**src/sv/i2cm_pkg.sv**
```systemverilog
// ----------------------------------------------------------------------------
// i2cm_pkg
// Shared types, command codes and phase decode for the I2C master bit engine.
// ----------------------------------------------------------------------------
`default_nettype none

package i2cm_pkg;

  // default width of the phase hold counter
  localparam int TICK_COUNT_WIDTH_DEF = 16;

  // reset value of the phase hold register
  localparam logic [15:0] PHASE_TICKS_RST = 16'd500;

  // mask of the first bit sent or received
  localparam logic [7:0] MSB_MASK = 8'h80;

  // command codes
  localparam logic [2:0] CMD_START    = 3'd0;
  localparam logic [2:0] CMD_STOP     = 3'd1;
  localparam logic [2:0] CMD_WRITE    = 3'd2;
  localparam logic [2:0] CMD_READ     = 3'd3;
  localparam logic [2:0] CMD_SEND_ACK = 3'd4;
  localparam logic [2:0] CMD_RECV_ACK = 3'd5;

  // what one phase does to the pins
  typedef enum logic [2:0] {
    ACT_SDA0,
    ACT_SDA1,
    ACT_SCL0,
    ACT_SCL1,
    ACT_SAMPLE
  } act_t;

  // input beat
  typedef struct packed {
    logic       cmd_valid;
    logic [2:0] mode;
    logic [7:0] tx_byte;
    logic       ack_out;
    logic       sda_in;
  } in_t;

  // result beat
  typedef struct packed {
    logic       scl_level;
    logic       sda_level;
    logic       busy_res;
    logic       done_res;
    logic [7:0] rx_byte;
    logic       rx_ack;
  } out_t;

  // number of phases of a command
  function automatic logic [4:0] cmd_len(input logic [2:0] cmd);
    logic [4:0] len;
    unique case (cmd)
      CMD_START:    len = 5'd4;
      CMD_STOP:     len = 5'd3;
      CMD_WRITE:    len = 5'd24;
      CMD_READ:     len = 5'd25;
      CMD_SEND_ACK: len = 5'd3;
      CMD_RECV_ACK: len = 5'd4;
      default:      len = 5'd4;
    endcase
    return len;
  endfunction

  // p / 3 for p below 32, by reciprocal multiply (p * 11 / 32)
  function automatic logic [3:0] div3(input logic [4:0] p);
    logic [8:0] prod;
    prod = {4'd0, p} * 9'd11;
    return prod[8:5];
  endfunction

  // p % 3 from p and its quotient
  function automatic logic [1:0] mod3(input logic [4:0] p, input logic [3:0] q);
    logic [5:0] rem;
    rem = {1'b0, p} - ({2'd0, q} * 6'd3);
    return rem[1:0];
  endfunction

  // pin action of phase p of a command
  function automatic act_t phase_action(input logic [2:0] cmd, input logic [4:0] p,
                                        input logic [7:0] shift, input logic ack_lvl);
    logic [4:0] pm;
    logic [3:0] q;
    logic [1:0] sub;
    act_t       act;
    pm  = (cmd == CMD_READ) ? (p - 5'd1) : p;
    q   = div3(pm);
    sub = mod3(pm, q);
    unique case (cmd)
      CMD_START: begin
        unique case (p[1:0])
          2'd0: act = ACT_SDA1;
          2'd1: act = ACT_SCL1;
          2'd2: act = ACT_SDA0;
          default: act = ACT_SCL0;
        endcase
      end
      CMD_STOP: begin
        priority if (p == 5'd0) act = ACT_SDA0;
        else if (p == 5'd1) act = ACT_SCL1;
        else act = ACT_SDA1;
      end
      CMD_WRITE: begin
        priority if (sub == 2'd0) act = shift[3'd7 - q[2:0]] ? ACT_SDA1 : ACT_SDA0;
        else if (sub == 2'd1) act = ACT_SCL1;
        else act = ACT_SCL0;
      end
      CMD_READ: begin
        priority if (p == 5'd0) act = ACT_SDA1;
        else if (sub == 2'd0) act = ACT_SCL1;
        else if (sub == 2'd1) act = ACT_SAMPLE;
        else act = ACT_SCL0;
      end
      CMD_SEND_ACK: begin
        priority if (p == 5'd0) act = ack_lvl ? ACT_SDA1 : ACT_SDA0;
        else if (p == 5'd1) act = ACT_SCL1;
        else act = ACT_SCL0;
      end
      default: begin
        unique case (p[1:0])
          2'd0: act = ACT_SDA1;
          2'd1: act = ACT_SCL1;
          2'd2: act = ACT_SAMPLE;
          default: act = ACT_SCL0;
        endcase
      end
    endcase
    return act;
  endfunction

  // bit index of a read sample phase
  function automatic logic [2:0] read_bit(input logic [4:0] p);
    logic [3:0] q;
    q = div3(p - 5'd1);
    return q[2:0];
  endfunction

endpackage

`default_nettype wire

```
**src/sv/i2cm_engine.sv**
```systemverilog
// ----------------------------------------------------------------------------
// i2cm_engine
// Command state, phase sequencing and hold counter; advances one tick per beat.
// ----------------------------------------------------------------------------
`default_nettype none

module i2cm_engine #(
  parameter int TICK_COUNT_WIDTH = i2cm_pkg::TICK_COUNT_WIDTH_DEF
) (
  input  wire logic          clk,
  input  wire logic          rst_n,
  input  wire logic          step,
  input  wire i2cm_pkg::in_t in_data,
  input  wire logic          cfg_we,
  input  wire logic [15:0]   cfg_wdata,
  output i2cm_pkg::out_t     res
);

  localparam int W  = TICK_COUNT_WIDTH;
  localparam int HW = (W > 16) ? W : 16;

  logic [15:0]  phase_ticks_r;
  logic         scl_r, scl_nxt;
  logic         sda_r, sda_nxt;
  logic [2:0]   cmd_r, cmd_nxt;
  logic         run_r, run_nxt;
  logic [4:0]   pidx_r, pidx_nxt;
  logic [W-1:0] tick_r, tick_nxt;
  logic [7:0]   shift_r, shift_nxt;
  logic         acks_r, acks_nxt;
  logic [7:0]   rxh_r, rxh_nxt;
  logic         ackl_r, ackl_nxt;
  logic         done;

  // phase inputs
  logic          ph_en;
  logic [4:0]    ph_p;
  logic [4:0]    pidx_inc;
  i2cm_pkg::act_t ph_act;

  // hold length, zero treated as one, saturated to the counter
  logic [15:0]   hold16;
  logic [HW-1:0] hold_ext;
  logic [HW-1:0] hold_max;
  logic [HW-1:0] hold_sat;

  assign hold16   = (phase_ticks_r == 16'd0) ? 16'd0 : (phase_ticks_r - 16'd1);
  assign hold_ext = HW'(hold16);
  assign hold_max = HW'({W{1'b1}});
  assign hold_sat = (hold_ext > hold_max) ? hold_max : hold_ext;

  assign pidx_inc = pidx_r + 5'd1;

  // next state for one tick
  always_comb begin
    scl_nxt   = scl_r;
    sda_nxt   = sda_r;
    cmd_nxt   = cmd_r;
    run_nxt   = run_r;
    pidx_nxt  = pidx_r;
    tick_nxt  = tick_r;
    shift_nxt = shift_r;
    acks_nxt  = acks_r;
    rxh_nxt   = rxh_r;
    ackl_nxt  = ackl_r;
    done      = 1'b0;
    ph_en     = 1'b0;
    ph_p      = pidx_inc;
    if (run_r) begin
      if (tick_r != '0) begin
        tick_nxt = tick_r - W'(1);
      end else if (pidx_inc >= i2cm_pkg::cmd_len(cmd_r)) begin
        run_nxt  = 1'b0;
        done     = 1'b1;
        pidx_nxt = 5'd0;
        if (cmd_r == i2cm_pkg::CMD_READ) rxh_nxt = shift_r;
      end else begin
        pidx_nxt = pidx_inc;
        ph_en    = 1'b1;
      end
    end else if (in_data.cmd_valid && (in_data.mode <= i2cm_pkg::CMD_RECV_ACK)) begin
      cmd_nxt   = in_data.mode;
      run_nxt   = 1'b1;
      pidx_nxt  = 5'd0;
      shift_nxt = (in_data.mode == i2cm_pkg::CMD_WRITE) ? in_data.tx_byte : 8'd0;
      ackl_nxt  = in_data.ack_out;
      ph_en     = 1'b1;
      ph_p      = 5'd0;
    end

    // run the phase just entered
    ph_act = i2cm_pkg::phase_action(cmd_nxt, ph_p, shift_nxt, ackl_nxt);
    if (ph_en) begin
      tick_nxt = hold_sat[W-1:0];
      unique case (ph_act)
        i2cm_pkg::ACT_SDA0: sda_nxt = 1'b0;
        i2cm_pkg::ACT_SDA1: sda_nxt = 1'b1;
        i2cm_pkg::ACT_SCL0: scl_nxt = 1'b0;
        i2cm_pkg::ACT_SCL1: scl_nxt = 1'b1;
        default: begin
          if (cmd_nxt == i2cm_pkg::CMD_READ) begin
            if (in_data.sda_in)
              shift_nxt = shift_nxt | (i2cm_pkg::MSB_MASK >> i2cm_pkg::read_bit(ph_p));
          end else begin
            acks_nxt = in_data.sda_in;
          end
        end
      endcase
    end
  end

  // result of this tick
  always_comb begin
    res.scl_level = scl_nxt;
    res.sda_level = sda_nxt;
    res.busy_res  = run_nxt;
    res.done_res  = done;
    res.rx_byte   = rxh_nxt;
    res.rx_ack    = acks_nxt;
  end

  // state registers
  always_ff @(posedge clk) begin
    if (!rst_n) begin
      phase_ticks_r <= i2cm_pkg::PHASE_TICKS_RST;
      scl_r   <= 1'b1;
      sda_r   <= 1'b1;
      cmd_r   <= i2cm_pkg::CMD_START;
      run_r   <= 1'b0;
      pidx_r  <= 5'd0;
      tick_r  <= '0;
      shift_r <= 8'd0;
      acks_r  <= 1'b1;
      rxh_r   <= 8'd0;
      ackl_r  <= 1'b1;
    end else begin
      if (cfg_we) phase_ticks_r <= cfg_wdata;
      if (step) begin
        scl_r   <= scl_nxt;
        sda_r   <= sda_nxt;
        cmd_r   <= cmd_nxt;
        run_r   <= run_nxt;
        pidx_r  <= pidx_nxt;
        tick_r  <= tick_nxt;
        shift_r <= shift_nxt;
        acks_r  <= acks_nxt;
        rxh_r   <= rxh_nxt;
        ackl_r  <= ackl_nxt;
      end
    end
  end

endmodule

`default_nettype wire

```
**src/sv/i2c_master_bit_engine.sv**
```systemverilog
// ----------------------------------------------------------------------------
// i2c_master_bit_engine
// Open-drain I2C master primitive engine with a two-entry result buffer.
// ----------------------------------------------------------------------------
// Every input beat is one tick of bus timing and yields exactly one result beat
// carrying the SCL/SDA drive levels, busy/done flags, last read byte and last
// sampled ack. A beat is taken every cycle unless a result waits in the skid
// register: the tick is worked out in combinational next-state logic, and its
// result is registered at the accepting edge into the output register or, while
// a result waits there, into the skid register behind it. Each command phase is
// held phase_ticks ticks (zero counts as one), so a command lasts its phase
// count times that hold plus one finishing tick. Commands given while busy are
// dropped. Write phase_ticks only while idle.
`default_nettype none

module i2c_master_bit_engine #(
  parameter int TICK_COUNT_WIDTH = i2cm_pkg::TICK_COUNT_WIDTH_DEF
) (
  input  wire logic           clk,
  input  wire logic           rst_n,
  input  wire logic           in_valid,
  output logic                in_ready,
  input  wire i2cm_pkg::in_t  in_data,
  output logic                out_valid,
  input  wire logic           out_ready,
  output i2cm_pkg::out_t      out_data,
  input  wire logic           cfg_we,
  input  wire logic [15:0]    cfg_wdata
);

  logic           push;
  logic           pop;
  i2cm_pkg::out_t res;
  logic           head_v_r;
  i2cm_pkg::out_t head_r;
  logic           skid_v_r;
  i2cm_pkg::out_t skid_r;

  assign in_ready  = !skid_v_r;
  assign push      = in_valid && in_ready;
  assign pop       = head_v_r && out_ready;
  assign out_valid = head_v_r;
  assign out_data  = head_r;

  // tick logic
  i2cm_engine #(
    .TICK_COUNT_WIDTH (TICK_COUNT_WIDTH)
  ) u_engine (
    .clk       (clk),
    .rst_n     (rst_n),
    .step      (push),
    .in_data   (in_data),
    .cfg_we    (cfg_we),
    .cfg_wdata (cfg_wdata),
    .res       (res)
  );

  // result buffer: head register plus skid
  always_ff @(posedge clk) begin
    if (!rst_n) begin
      head_v_r <= 1'b0;
      skid_v_r <= 1'b0;
    end else begin
      if (pop || !head_v_r) begin
        if (skid_v_r) begin
          head_v_r <= 1'b1;
          skid_v_r <= 1'b0;
        end else begin
          head_v_r <= push;
        end
      end else if (push) begin
        skid_v_r <= 1'b1;
      end
    end
  end

  // result payload
  always_ff @(posedge clk) begin
    if (pop || !head_v_r) begin
      head_r <= skid_v_r ? skid_r : res;
    end else if (push) begin
      skid_r <= res;
    end
  end

endmodule

`default_nettype wire

```
**config.mk**
```make
export PLATFORM = sky130hd
export DESIGN_NAME = i2c_master_bit_engine
export DESIGN_NICKNAME = d
export VERILOG_FILES = /design/src/sv/i2cm_pkg.sv /design/src/sv/i2cm_engine.sv /design/src/sv/i2c_master_bit_engine.sv
export SDC_FILE = /design/constraint.sdc
export NUM_CORES = 1
export LEC_CHECK = 0
export ABC_AREA = 1
export BUFFER_PORTS_ARGS = -buffer_cell sky130_fd_sc_hd__buf_2
export CORE_MARGIN = 1
export CORE_UTILIZATION = 55
export CTS_CLUSTER_DIAMETER = 60
export CTS_CLUSTER_SIZE = 8
export DETAILED_ROUTE_END_ITERATION = 12
export PLACE_DENSITY = 0.87
export SYNTH_ARGS = -nofsm -noshare
export SYNTH_HDL_FRONTEND = slang
export SYNTH_SLANG_ARGS = --single-unit
```
**constraint.sdc**
```tcl
create_clock -name clk -period 3.75 [get_ports clk]
set_input_delay 0.375 -clock clk [delete_from_list [all_inputs] [get_ports clk]]
set_output_delay 0.375 -clock clk [all_outputs]
set_load 0.02 [all_outputs]
```
==> run_results.csv <==
group,metric,value,unit
global_route,grt-ovfl-total,0,
setup_path,crit_arrival,4.09,ns
power_and_ir_drop,clockPowerShare,25.5,%
clocking,cts-buffers-inserted,9,
synth,postSynthAreaPerCell,7.25,um2
floorplan,die_area,10900,um2
power_and_ir_drop,comb_power_share,38.7,%
synth,synth_edf_count,26,
detailed_routing,drt_iter0_markers,421,
power_and_ir_drop,leakage,3.49,nW
detailed_routing,vias,5706,
global_route,grt_pass1_vias,5223,
detailed_routing,drc,0,
setup_path,startpoint_type,"flop",
clocking,cts_max_level,3,
clocking,clock_latency,0.37,ns
floorplan,start_util,56.2,%
synth,syn_nets,869,
setup_path,cp_common_cell,"nand2_1",
sta,finalClockSkew,0.00851,ns
sta,finalHoldViolCount,0,
detailed_routing,wl_per_cell,13.9,um
layout,fin_nets,970,
synth,synth.distinct_cells,47,
outcome,failed_checks,"negative setup slack",
power_and_ir_drop,p_int,2.01,mW
sta,tightest_slew,1.08,ns
floorplan,core_area,10300,um2
synth,synth.cell_area,5780,um2
global_route,antenna_found_initial,0,
global_route,grt_pass1_wl,23.8,mm
synth,synthCells,797,
layout,final_cells,1039,
layout,layout-area-overhead-vs-synth,25.2,%
setup_path,cp.required,3.87,ns
outcome,status,"complete, but fails checks",
floorplan,die_w,105,um
clocking,clk_pin_slew,0.09,ns
setup_path,critPathTopFamily,"simple AND/OR/NAND/NOR gates",
global_route,grt_max_degree,37,
power_and_ir_drop,p_per_area,432,nW/um2
worst_hold_path,worstHoldPathType,"primary input to flop",
layout,diodes,0,
setup_path,max_stage_delay,0.38,ns
sta,setup_viol,10,
synth,synth_top_area_share,21.8,%
placed_design,place.gp.congestion,0.910,
detailed_routing,totalWireLength,14.4,mm
setup_path,criticalPathCategory,"flop to flop",
clocking,cts_sinks,89,
clocking,clk_path_buf_depth,2,
setup_path,worst-path-buf-inv,3,
sta,min_period_over_period,106,%
detailed_routing,drtAntennaViolNets,0,
job,cap_viol_max_count,0,
sta,fin_ws,-0.214,ns
power_and_ir_drop,vdd_drop_max,319,uV
sta,slew_viol_final,0,
sta,fin_crit,3.96,ns
synth,yosysWarnings,0,
floorplan,rows,37,
layout,layout-drive-gt1-share,25.8,%
placed_design,dp_hpwl,10.1,mm
synth,yosysSeqAreaShare,35.3,%
setup_path,path_max_fanout,5,
placed_design,pre_cts_ws,-0.436,ns
floorplan,chipHeight,105,um
detailed_routing,viasPerCell,5.49,
synth,synth_ff_type,"dfxtp_1",
sta,slew-limit-headroom,27.5,%
synth,ys_seq_elements,89,
global_route,grtUsageTotal,27.0,%
power_and_ir_drop,seq_power_share,35.8,%
power_and_ir_drop,p_sw,1.12,mW
clocking,clock-root-buffer,"clkbuf_8",
clocking,postCtsHoldBufs,0,
synth,async_reset_ff_share,0,%
setup_path,end_kind,"flop",
clocking,cts_tree,"yes",
placed_design,dpl.cell_count,1014,
placed_design,numPortBuffers,49,
synth,synth_area_leaders,"dfxtp_1, edfxtp_1, nand2_1",
synth,yosysTopAreaCell,"dfxtp_1",
sta,max_freq,0.252,GHz
sta,tns,-1.21,ns
setup_path,cp_slowest_cell,"dfxtp_4",
detailed_routing,dr.pass1.iters,5,
floorplan,io_pins,50,
sta,rsz0062_at_grt,"true",
power_and_ir_drop,swShare,35.8,%
## flip-flops by register name, indices dropped and copies added (netlist names), 3 cells and up
name and flops:
u_engine.tick_r 16, u_engine.shift_r 8, skid_r 13, u_engine.phase_ticks_r 16, u_engine.rxh_r 8, out_data 13, u_engine.cmd_r 3, u_engine.pidx_r 5
## placed cells by master (no fill, tap or decap), drive strengths merged, types with 2 or more instances in the layout
master  Yosys  layout
a21oi      55      55
bufinv      0       3
dfxtp      63      63
clkbuf     18      10
edfxtp     26      26
nand2     173     173
o21ai      69      69
nand4      15      15
nand3      70      71
xor2       20      20
clkinv      0       3
a21o        2       2
buf         7     114
a31oi      14      14
nor3       16      16
ha         36      36
inv       113     112
nor2       69      69
xnor2       9       9
a211oi      5       5
and2        2       2
nand3b      2       2
## area by class of cell
class / count / area (um2)
Clock buffer: 10 / 128
Tap cell: 136 / 170
Timing Repair Buffer: 114 / 757
Inverter: 113 / 435
Multi-Input combinational cell: 571 / 3580
Clock inverter: 6 / 116
Fill cell: 795 / 3040
Sequential cell: 89 / 2050
## cells in the mapped netlist (2+ instances only)
master    instances
clkbuf_1         18
o21ai_1           5
inv_2             8
o21ai_0          62
and2_1            2
a31oi_1          14
edfxtp_1         26
o21ai_2           2
xor2_1           20
nand2_1         155
ha_1             36
buf_2             2
nand2_4           5
a21o_1            2
nor3_1           13
nand3_1          63
inv_1           105
a211oi_1          5
nor2_2            5
a21oi_1          55
dfxtp_1          63
buf_6             2
nand4_1          14
xnor2_1           9
nor2_1           64
buf_1             2
nand2_2          13
nand3_2           6
nor3_2            3
## kinds of logic after synthesis
kind of cell / synth area share (%)
xor gates and xnor gates: 4.39
muxes: 0.368
adders and majority gates: 8.14
buffers and inverters: 9.33
DFF: 35.3
and+or+nand+nor: 28.2
AOI/OAI and AO/OA: 14.3
## power groups by stage
| stage | combinational, mW | clock [mW] | sequential [mW] |
|---|---|---|---|
| after floorplan | 0.710 | 0 | 1.15 |
| after global placement | 1.03 | 0 | 1.13 |
| after detailed placement | 1.06 | 0 | 1.14 |
| after CTS | 1.14 | 0.801 | 1.12 |
| after global routing | 1.35 | 0.842 | 1.13 |
| final | 1.21 | 0.799 | 1.12 |
## path summary, 6_finish.rpt
kind         slack (ns)  depth (start not counted)                from                         to
max               -0.21                         29  u_engine.pidx_r[1]               out_data[11]
min                0.22                          3        cfg_wdata[5]  u_engine.phase_ticks_r[5]
max reg2reg       -0.21                         29  u_engine.pidx_r[1]               out_data[11]
min reg2reg        0.48                          2      u_engine.sda_r             u_engine.sda_r
## worst register-to-register path: cells and delay by family, from the launching register on
| kind | cells | cell delay (ns) |
|---|---|---|
| xor gates and xnor gates | 3 | 0.56 |
| buffers and inverters | 3 | 0.22 |
| adders and majority gates | 4 | 0.95 |
| DFF | 1 | 0.38 |
| and+or+nand+nor | 18 | 1.52 |
| AOI/OAI and AO/OA | 1 | 0.10 |
## stage by stage
stage	util, %	total power [mW]	instance area (um2)	hold slack (ns)
floorplan	-	1.86	6000	0.441
global placement	65.5	2.16	6730	0.452
detailed placement	65.5	2.20	6730	0.457
CTS	69.2	3.05	7120	0.213
global route	70.4	3.31	7240	0.226
finish	70.4	3.13	7240	0.217
## metal layers
metal / part of all wire [%] / GRT usage (%) / vias to the layer above
met5: 0 / 0 / -
met4: 3.2 / 11.2 / 0
met3: 5.9 / 4.32 / 42
met2: 46 / 43.3 / 232
met1: 45 / 36.1 / 2593
li1: - / - / 2839
## timing repair
item                       in CTS  in global routing
cloned                          1                  0
hold endpoints to repair        0                  0
setup buffers                   6                  2
setup endpoints to repair      16                 17
pin swaps                      29                 33
resized for setup              18                 29
No activity file was read; power rests on OpenSTA's default activity.
